<file path="src/design/gwm_pkg.sv">
package gwm_pkg;

    // item commands
    typedef enum logic [1:0] {
        CMD_APPEND = 2'd0,
        CMD_CLEAR  = 2'd1,
        CMD_NAME   = 2'd2,
        CMD_END    = 2'd3
    } gwm_cmd_t;

    // wildcard characters
    localparam logic [7:0] STAR_CHAR = 8'h2A;
    localparam logic [7:0] ANY_CHAR  = 8'h3F;

    // controls broadcast to every cell
    typedef struct packed {
        logic       step;
        logic       restart;
        logic [7:0] char_code;
    } gwm_bcast_t;

    // signals handed from one cell to its right neighbor
    typedef struct packed {
        logic fwd;
        logic close;
    } gwm_link_t;

endpackage

</file>
<file path="src/design/gwm_if.sv">
interface gwm_in_if;
    logic       valid;
    logic       ready;
    logic [1:0] command;
    logic [7:0] char_code;

    modport source (output valid, output command, output char_code, input ready);
    modport sink   (input valid, input command, input char_code, output ready);
endinterface

interface gwm_out_if;
    logic valid;
    logic ready;
    logic matched;
    logic pattern_overflow;

    modport source (output valid, output matched, output pattern_overflow, input ready);
    modport sink   (input valid, input matched, input pattern_overflow, output ready);
endinterface

</file>
<file path="src/design/gwm_cell.sv">
module gwm_cell #(
    parameter int INDEX = 0,
    parameter int LEN_W = 7
) (
    input  logic                clk,
    input  logic                rst_n,
    input  gwm_pkg::gwm_bcast_t bcast,
    input  logic                wr_en,
    input  logic [LEN_W-1:0]    plen,
    input  gwm_pkg::gwm_link_t  left,
    output gwm_pkg::gwm_link_t  right,
    output logic                hit
);

    localparam logic [LEN_W-1:0] POS = LEN_W'(INDEX);
    localparam logic START_ACTIVE = (INDEX == 0);

    logic [7:0] char_reg;
    logic       active_reg;
    logic       active_next;
    logic       in_pattern;
    logic       is_star;
    logic       is_any;
    logic       cur;
    logic       nxt;

    // pattern character held by this position
    always_ff @(posedge clk)
    begin
        if (wr_en)
        begin
            char_reg <= bcast.char_code;
        end
    end

    // position decode
    assign in_pattern = (POS < plen);
    assign is_star    = in_pattern && (char_reg == gwm_pkg::STAR_CHAR);
    assign is_any     = (char_reg == gwm_pkg::ANY_CHAR);

    // active after star closure from the left neighbor
    assign cur = active_reg | left.close;

    // links to the right neighbor
    assign right.close = active_reg & is_star;
    assign right.fwd   = cur & in_pattern & ~is_star
                         & (is_any | (char_reg == bcast.char_code));

    // next active bit after one name character
    assign nxt = (cur & is_star) | left.fwd;

    // end position report
    assign hit = cur & (POS == plen);

    always_comb
    begin
        active_next = active_reg;
        if (bcast.restart)
        begin
            active_next = START_ACTIVE;
        end
        else if (bcast.step)
        begin
            active_next = nxt;
        end
    end

    always_ff @(posedge clk or negedge rst_n)
    begin
        if (!rst_n)
        begin
            active_reg <= START_ACTIVE;
        end
        else
        begin
            active_reg <= active_next;
        end
    end

endmodule

</file>
<file path="src/design/glob_wildcard_matcher.sv">
// Glob matcher: load a pattern one character per item (append / clear), then
// stream name characters and finish each name with an end item, which yields
// one result (matched, pattern_overflow) in the output register on the next
// cycle. One item is accepted per cycle; intake only pauses while an
// undelivered result blocks the output register. The rate rests on the
// row of MAX_PATTERN+1 position cells, each updating its active bit from its
// own character and its left neighbor in one step. Runs of consecutive '*'
// are stored as a single star (same language), so star closure never spans
// more than one neighbor. Characters past MAX_PATTERN are dropped and raise
// pattern_overflow until the next clear.
module glob_wildcard_matcher #(
    parameter int MAX_PATTERN = 64
) (
    input  logic      clk,
    input  logic      rst_n,
    gwm_in_if.sink    req,
    gwm_out_if.source rsp
);

    localparam int LEN_W = $clog2(MAX_PATTERN + 1);
    localparam logic [LEN_W-1:0] MAX_LEN = LEN_W'(MAX_PATTERN);

    logic [LEN_W-1:0] plen_reg;
    logic [LEN_W-1:0] plen_next;
    logic [LEN_W-1:0] llen_reg;
    logic [LEN_W-1:0] llen_next;
    logic             last_star_reg;
    logic             last_star_next;
    logic             overflow_reg;
    logic             overflow_next;
    logic             out_valid_reg;
    logic             out_valid_next;
    logic             matched_reg;
    logic             ovf_out_reg;

    logic                in_ready;
    logic                fire;
    gwm_pkg::gwm_cmd_t   cmd;
    logic                store_en;
    logic                end_fire;
    gwm_pkg::gwm_bcast_t bcast;
    gwm_pkg::gwm_link_t  links [0:MAX_PATTERN+1];
    logic [MAX_PATTERN:0] hits;

    // handshake
    assign in_ready  = ~out_valid_reg | rsp.ready;
    assign req.ready = in_ready;
    assign fire      = req.valid & in_ready;
    assign cmd       = gwm_pkg::gwm_cmd_t'(req.command);
    assign end_fire  = fire && (cmd == gwm_pkg::CMD_END);

    // broadcast to cells
    assign bcast.step      = fire && (cmd == gwm_pkg::CMD_NAME);
    assign bcast.restart   = fire && (cmd != gwm_pkg::CMD_NAME);
    assign bcast.char_code = req.char_code;

    // pattern length bookkeeping
    always_comb
    begin
        plen_next      = plen_reg;
        llen_next      = llen_reg;
        last_star_next = last_star_reg;
        overflow_next  = overflow_reg;
        store_en       = 1'b0;
        if (fire)
        begin
            case (cmd)
                gwm_pkg::CMD_APPEND:
                begin
                    if (llen_reg < MAX_LEN)
                    begin
                        llen_next = llen_reg + LEN_W'(1);
                        if (!(last_star_reg && (req.char_code == gwm_pkg::STAR_CHAR)))
                        begin
                            store_en       = 1'b1;
                            plen_next      = plen_reg + LEN_W'(1);
                            last_star_next = (req.char_code == gwm_pkg::STAR_CHAR);
                        end
                    end
                    else
                    begin
                        overflow_next = 1'b1;
                    end
                end
                gwm_pkg::CMD_CLEAR:
                begin
                    plen_next      = '0;
                    llen_next      = '0;
                    last_star_next = 1'b0;
                    overflow_next  = 1'b0;
                end
                default:
                begin
                end
            endcase
        end
    end

    always_ff @(posedge clk or negedge rst_n)
    begin
        if (!rst_n)
        begin
            plen_reg      <= '0;
            llen_reg      <= '0;
            last_star_reg <= 1'b0;
            overflow_reg  <= 1'b0;
        end
        else
        begin
            plen_reg      <= plen_next;
            llen_reg      <= llen_next;
            last_star_reg <= last_star_next;
            overflow_reg  <= overflow_next;
        end
    end

    // row of position cells
    assign links[0] = '0;

    for (genvar i = 0; i <= MAX_PATTERN; i++)
    begin : g_cell
        gwm_cell #(
            .INDEX (i),
            .LEN_W (LEN_W)
        ) u_cell (
            .clk   (clk),
            .rst_n (rst_n),
            .bcast (bcast),
            .wr_en (store_en && (plen_reg == LEN_W'(i))),
            .plen  (plen_reg),
            .left  (links[i]),
            .right (links[i+1]),
            .hit   (hits[i])
        );
    end

    // output register
    always_comb
    begin
        out_valid_next = out_valid_reg;
        if (end_fire)
        begin
            out_valid_next = 1'b1;
        end
        else if (rsp.ready)
        begin
            out_valid_next = 1'b0;
        end
    end

    always_ff @(posedge clk or negedge rst_n)
    begin
        if (!rst_n)
        begin
            out_valid_reg <= 1'b0;
        end
        else
        begin
            out_valid_reg <= out_valid_next;
        end
    end

    always_ff @(posedge clk)
    begin
        if (end_fire)
        begin
            matched_reg <= |hits;
            ovf_out_reg <= overflow_reg;
        end
    end

    assign rsp.valid            = out_valid_reg;
    assign rsp.matched          = matched_reg;
    assign rsp.pattern_overflow = ovf_out_reg;

    // checks
    a_plen_le_llen: assert property (@(posedge clk) disable iff (!rst_n)
        plen_reg <= llen_reg)
        else $error("stored length exceeds logical length");

    a_llen_bound: assert property (@(posedge clk) disable iff (!rst_n)
        llen_reg <= MAX_LEN)
        else $error("pattern length beyond store");

    a_ovf_full: assert property (@(posedge clk) disable iff (!rst_n)
        overflow_reg |-> (llen_reg == MAX_LEN))
        else $error("overflow set with room in pattern");

    a_end_result: assert property (@(posedge clk) disable iff (!rst_n)
        end_fire |=> rsp.valid)
        else $error("end item gave no result");

endmodule

</file>
<file path="src/flat_wrapper.sv">
// flat-port wrapper written by rule: the top's interface ports become plain ports
module glob_wildcard_matcher_flat 
#(
    parameter int MAX_PATTERN = 64
)
  (clk, rst_n, req_valid, req_command, req_char_code, req_ready, rsp_valid, rsp_matched, rsp_pattern_overflow, rsp_ready);
  gwm_in_if req_i ();
  gwm_out_if rsp_i ();
  input  logic clk;
  input  logic rst_n;
  input wire logic [$bits(req_i.valid)-1:0] req_valid;
  input wire logic [$bits(req_i.command)-1:0] req_command;
  input wire logic [$bits(req_i.char_code)-1:0] req_char_code;
  output wire logic [$bits(req_i.ready)-1:0] req_ready;
  output wire logic [$bits(rsp_i.valid)-1:0] rsp_valid;
  output wire logic [$bits(rsp_i.matched)-1:0] rsp_matched;
  output wire logic [$bits(rsp_i.pattern_overflow)-1:0] rsp_pattern_overflow;
  input wire logic [$bits(rsp_i.ready)-1:0] rsp_ready;
  assign req_i.valid = req_valid;
  assign req_i.command = req_command;
  assign req_i.char_code = req_char_code;
  assign req_ready = req_i.ready;
  assign rsp_valid = rsp_i.valid;
  assign rsp_matched = rsp_i.matched;
  assign rsp_pattern_overflow = rsp_i.pattern_overflow;
  assign rsp_i.ready = rsp_ready;
  glob_wildcard_matcher #(.MAX_PATTERN(MAX_PATTERN)) u_core (.clk(clk), .rst_n(rst_n), .req(req_i), .rsp(rsp_i));
endmodule
</file>
<file path="config.mk">
export PLATFORM = sky130hd
export DESIGN_NAME = glob_wildcard_matcher_flat
export DESIGN_NICKNAME = d
export VERILOG_FILES = /design/src/design/gwm_pkg.sv /design/src/design/gwm_if.sv /design/src/design/gwm_cell.sv /design/src/design/glob_wildcard_matcher.sv /design/src/flat_wrapper.sv
export SDC_FILE = /design/constraint.sdc
export NUM_CORES = 1
export LEC_CHECK = 0
export BUFFER_PORTS_ARGS = -buffer_cell sky130_fd_sc_hd__buf_2
export CORE_ASPECT_RATIO = 1.25
export CORE_MARGIN = 2
export CORE_UTILIZATION = 57
export DETAILED_ROUTE_END_ITERATION = 16
export PLACE_DENSITY_LB_ADDON = 0.3
export SKIP_LAST_GASP = 1
export SYNTH_ARGS = -nofsm -noshare
export SYNTH_HDL_FRONTEND = slang
export SYNTH_SLANG_ARGS = --single-unit
</file>
<file path="constraint.sdc">
create_clock -name clk -period 7.9 [get_ports clk]
set_input_delay 0 -clock clk [delete_from_list [all_inputs] [get_ports clk]]
set_output_delay 0 -clock clk [all_outputs]
set_load 0.1 [all_outputs]
</file>
* Yosys cells after proc, flatten, opt, wreduce, memory -nomap -nowiden *
Index checks and enable logic that the tools add are counted.

storage, ports and cells
  word-level logic and storage cells = 1467
  input bits = 14
  output and inout bits = 4
  register bits after elaboration = 604

cells by class
  magnitude comparators = 66
  bitwise gates (word level) = 644
  reductions and logical operators = 143
  add/subtract/negate cells = 2
  equality and inequality tests = 329
  mux-type cells = 146

operators by type and width
  kind                                                  count
  equality test 8 x 6 -> 1 bit (second input constant)  130
  equality test 8 bit                                   64
  AND 1 bit                                             386
  equality test 6 x 7 -> 1 bit (first input constant)   32
  equality test 7 x 6 -> 1 bit (second input constant)  32
  < comparator 6 x 7 -> 1 bit (first input constant)    32
  OR 1 bit                                              193
  2-to-1 mux 1 bit                                      139
  logical AND 1 bit                                     134
  equality test 5 x 7 -> 1 bit (first input constant)   16
  equality test 7 x 5 -> 1 bit (second input constant)  16
  < comparator 5 x 7 -> 1 bit (first input constant)    16
  inverter 1 bit                                        65
  OR reduction 65 bit                                   1
  equality test 4 x 7 -> 1 bit (first input constant)   8
  equality test 7 x 4 -> 1 bit (second input constant)  8
  < comparator 4 x 7 -> 1 bit (first input constant)    8
  equality test 3 x 7 -> 1 bit (first input constant)   4
  equality test 7 x 3 -> 1 bit (second input constant)  4
  < comparator 3 x 7 -> 1 bit (first input constant)    4
  case mux 7 bit (2 select lines)                       2
  2-to-1 mux 7 bit                                      3
  adder 7 x 1 -> 7 bit (second input constant)          2
  equality test 2 x 7 -> 1 bit (first input constant)   2
  19 further kinds                                      29

* Logic depth before layout (Yosys ltp) *
  word-level depth = 10
  depth in mapped cells = 13
  gate-level depth less buffers = 9

* Worst setup path before layout *
Ideal clock, no wire load.

  path kind = reg2reg
  start = reg u_core.out_valid_reg, in the netlist u_core.rsp.valid
  end = reg u_core.g_cell[23].u_cell.char_reg[0], enable pin
  arrival time = 3.392 ns
  period minus slack after synthesis = 3.776 ns
  path slack = 4.124 ns
  required time = 7.517 ns
  cell stages (with the launch flop) = 9
  buffers on the path = 1
  setup time = 0.383 ns
  cell sequence = dfrtp_1 nand2b_1 nand2_1 nor4_1 inv_1 a21oi_1 buf_2 nand2_1 nor3_1

on the way
  longest elaborated chain between the ends = 5

ends and longest elaborated chain
  what                                line                          RTL
  from (decl)                         glob_wildcard_matcher.sv:31   logic out_valid_reg;
  from (signal assigned)              glob_wildcard_matcher.sv:159  out_valid_reg <= out_valid_next;
  inverter 1 bit                      glob_wildcard_matcher.sv:46   assign in_ready = ~out_valid_reg | rsp.ready;
  OR 1 bit                            glob_wildcard_matcher.sv:46
  net req_ready                       flat_wrapper.sv:14            output wire logic [$bits(req_i.ready)-1:0] req_ready;
  AND 1 bit                           glob_wildcard_matcher.sv:48   assign fire = req.valid & in_ready;
  2-to-1 mux 1 bit                    glob_wildcard_matcher.sv:65   if (fire)
  logical AND 1 bit                   glob_wildcard_matcher.sv:129  .wr_en (store_en && (plen_reg == LEN_W'(i))),
  net u_core.g_cell[23].u_cell.wr_en  gwm_cell.sv:8                 input logic wr_en,
  to (signal assigned)                gwm_cell.sv:32                char_reg <= bcast.char_code;
  to (decl)                           gwm_cell.sv:18                logic [7:0] char_reg;

The timed path passes the listed nets, and every way through them passes these cells.
A chain may end at the register's enable or synchronous reset.

* Worst setup path after layout *
  start = reg u_core.out_valid_reg, in the netlist u_core.rsp.valid
  end = reg u_core.g_cell[63].u_cell.char_reg[3], enable pin

on the way
  longest elaborated chain between the ends = 5

ends and longest elaborated chain
  what                                line
  inverter 1 bit                      glob_wildcard_matcher.sv:46
  OR 1 bit                            glob_wildcard_matcher.sv:46
  AND 1 bit                           glob_wildcard_matcher.sv:48
  2-to-1 mux 1 bit                    glob_wildcard_matcher.sv:65
  logical AND 1 bit                   glob_wildcard_matcher.sv:129
  net u_core.g_cell[63].u_cell.wr_en  gwm_cell.sv:8
  to (signal assigned)                gwm_cell.sv:32
  to (decl)                           gwm_cell.sv:18

The timed path passes the listed nets, and every way through them passes these cells.

==> key figures <==
CTS
  • Clock Sinks: 604
  • Hold buffer count at CTS: 15
  • Setup bufs post-CTS: 0
  • H-tree depth: 2
  • Worst skew pair latency: about 620 ps
  • Post-CTS sizing: 0
  • TritonCTS clock tree: yes
  • CTS Buffer Depth: 3
  • TritonCTS Buffers: between 50 and 60
  • Clock transition at path regs: around 60 ps
  • Root Buffer: clkbuf_16

Placement
  • DPL Wire Length: around 67000 um
  • Placer Congestion: 1.05
  • DP Area: 32200 um^2
  • Buffers on Ports: 17

Critical path
  • Worst reg-to-reg path cell count: 8
  • CP top delay family: simple AND/OR/NAND/NOR gates
  • CP Capture Type: flip-flop
  • WP buf/inv: 2
  • Slowest CP cell: nor3_1
  • R2r endpoint: u_core.g_cell[63].u_cell.char_reg[3]$_DFFE_PP_
  • Worst R2R Start: u_core.rsp.valid$_DFFE_PN0P_
  • Cell Chain, Critical Path: nand2b_1 > nand2_2 > nor4_1 > inv_1 > a21oi_1 > buf_4 > nand2_1 > nor3_1
  • Crit Path Max Fanout: 48
  • Req. time, crit path: around 8000 ps
  • WP depth: 8
  • CP startpoint kind: flip-flop
  • Crit path arrival time: around 4500 ps
  • CP max stage delay: approximately 960 ps
  • Crit path to: u_core.g_cell[63].u_cell.char_reg[3]$_DFFE_PP_
  • FF-to-FF setup slack: 3670 ps
  • Kind of critical path: reg -> reg
  • Crit path from: u_core.rsp.valid$_DFFE_PN0P_

Finish
  • NumNets Final: roughly 2800
  • Sequential Area: 17700 um^2
  • Commonest cells after routing, fill and taps aside: edfxtp_1 (522), xnor2_1 (372), nor2_1 (234)
  • P&R area growth vs syn: 8.65%
  • Layout filler cell count: ~4100
  • Max reg flops: 520
  • Area of the multi-input gates: ~13000 um^2
  • Leading cell type in the layout, fill and taps excluded: edfxtp_1
  • Fin area: between 30000 and 40000 um^2
  • End-of-flow core utilization: 0.624
  • Layout cell share with drive strength beyond 1: 0.0637

Die
  • Initial Util: 0.574
  • IO Count: 18
  • Horiz. Die Dim: around 210 um
  • Die ar.: 57100 um^2
  • Core Box Area: approximately 55000 um^2
  • DIE HEIGHT: 267 um
  • Row count: 96

Drt
  • Drt initial violations: approximately 2500
  • Routed Antenna Nets: 0
  • Wire length per cell: between 20 and 30 um
  • Routed WL: 96000 um
  • Vias: 23141
  • First-pass DRT Iterations: 5
  • Via-to-Cell Ratio: 6.58
  • # DRC: 0

GRT
  • Largest net degree at the start of global routing: 76
  • Grt ovf: 0
  • Initial antenna violation count: 2
  • Vias in the first global route: between 20000 and 25000
  • All-Layer GR Usage: 0.335
  • Global-route wire length before repair: approximately 140000 um

STA
  • Max frequency: between 200 and 250 MHz
  • Relative slew slack: 0.166
  • Total negative slack: 0 ps
  • Slew @ Worst Pin: 1250 ps
  • Share of the clock period used by the worst path: 0.536
  • Fin. max-slew vios: 0
  • Final Hold Viols: 0
  • Final setup fails: 0
  • RSZ-0062 raised after global routing: false
  • Tmin final: 4230 ps
  • Final Skew: ~15 ps

Run
  • Max-Cap Viols: 0

Power and ir drop
  • Comb pwr share: 0.091
  • Clock power share: 0.388
  • Switching Fraction: 0.242
  • LEAKAGE: between 10 and 15 nW
  • Max IR drop VDD: about 0.0002 V
  • Psw: approximately 1.6 mW
  • Int Power: between 5 and 6 mW
  • Design Power: about 6.7 mW
  • PD cells: around 200 nW/um^2
  • Sequential Power Share: 0.522

Yosys
  • Async S/R FF share, synth: 0.136
  • Synth Flop Type: edfxtp_1
  • Gate Count Post-Synth: around 2700
  • Sequential area share after synthesis: 0.564
  • Synth Register Bits: just over 600
  • Synth warn: 0
  • Syn nets: around 2700
  • Synth Cell Area: about 31000 um^2
  • Post-synth EDFFs: around 520
  • Count of different cell masters after synthesis: 90
  • Post-synthesis area per instance: 11.6 um^2

Run status
  • Outcome: finished clean

Hold path
  • Hold WC Path Type: in -> reg
  • Hold Path Origin: req_valid
==> through the flow <==
stage	hold slack [ps]	std cells	worst slack (ps)
2_1_floorplan	-296	2719	4120
4_1_cts	74.5	3515	3750
3_3_place_gp	-11.0	3396	3830
6_report	136	3516	3670
5_1_grt	118	3515	3460
3_5_place_dp	-5.36	3396	3760
==> metal layers <==
metal | global-route usage | routed length, um | share of wire
met5 | 0 | 0 | 0
met1 | 0.427 | 37700 | 0.39
met4 | 0.181 | 5770 | 0.060
met3 | 0.0540 | 6800 | 0.071
met2 | 0.554 | 45700 | 0.48
==> synthesized netlist by cell type (all sizes together) (21+ instances only) <==
| library cell | count | area share |
|---|---|---|
| a21oi | 79 | 0.013 |
| a22o | 32 | 0.0089 |
| and3 | 30 | 0.0060 |
| buf | 82 | 0.015 |
| clkbuf | 31 | 0.0037 |
| dfrtp | 81 | 0.064 |
| edfxtp | 522 | 0.50 |
| inv | 46 | 0.0055 |
| nand2 | 175 | 0.021 |
| nand3 | 68 | 0.011 |
| nand4 | 135 | 0.027 |
| nand4b | 23 | 0.0064 |
| nor2 | 235 | 0.028 |
| nor3 | 57 | 0.0095 |
| nor4 | 70 | 0.014 |
| nor4bb | 24 | 0.0076 |
| o21ai | 127 | 0.020 |
| o22ai | 30 | 0.0060 |
| o31ai | 29 | 0.0075 |
| or3 | 21 | 0.0042 |
| xnor2 | 372 | 0.10 |
| xor2 | 146 | 0.041 |
==> tightest hold or removal path: stages <==
cell     delay (ps)
buf_2           110
and2_1          140
buf_4           260
o21ai_0         190
==> area by class of cell <==
cell class / instances / share of cell area
antenna: 1 / 0.0000732
clock buffer: 83 / 0.0466
clock inverter: 21 / 0.00513
inverter: 47 / 0.00516
multi-input combinational: 1955 / 0.380
sequential: 604 / 0.519
tap: 735 / 0.0269
timing repair buffer: 70 / 0.0174
==> cells by family after synthesis <==
logic type,synth area share
adders and majority gates,0.00199
DFF,0.564
xor gates and xnor gates,0.144
AOI/OAI and AO/OA,0.0989
buffers and inverters,0.0239
muxes,0.00131
and+or+nand+nor,0.166
==> power groups by stage <==
stage	sequential, mW	clock (mW)	combinational, mW
after CTS	3.51	2.64	0.601
after floorplan	3.57	0	0.352
final	3.51	2.61	0.610
after global routing	3.51	2.77	0.643
after detailed placement	3.58	0	0.592
after global placement	3.58	0	0.583
==> worst min path at each step <==
stage / to / slack [ps] / depth (start not counted)
2_1_floorplan: u_core.g_cell[10].u_cell.active_reg$_DFFE_PN0P_ / -300 / 0
3_3_place_gp: u_core.llen_reg[3]$_DFFE_PN0P_ / -10 / 1
3_5_place_dp: u_core.llen_reg[3]$_DFFE_PN0P_ / -5 / 1
4_1_cts: u_core.g_cell[44].u_cell.active_reg$_DFFE_PN0P_ / 70 / 4
5_1_grt: u_core.g_cell[54].u_cell.active_reg$_DFFE_PN0P_ / 120 / 4
6_report: u_core.g_cell[44].u_cell.active_reg$_DFFE_PN0P_ / 140 / 4
(Power assumes the default switching activity.)
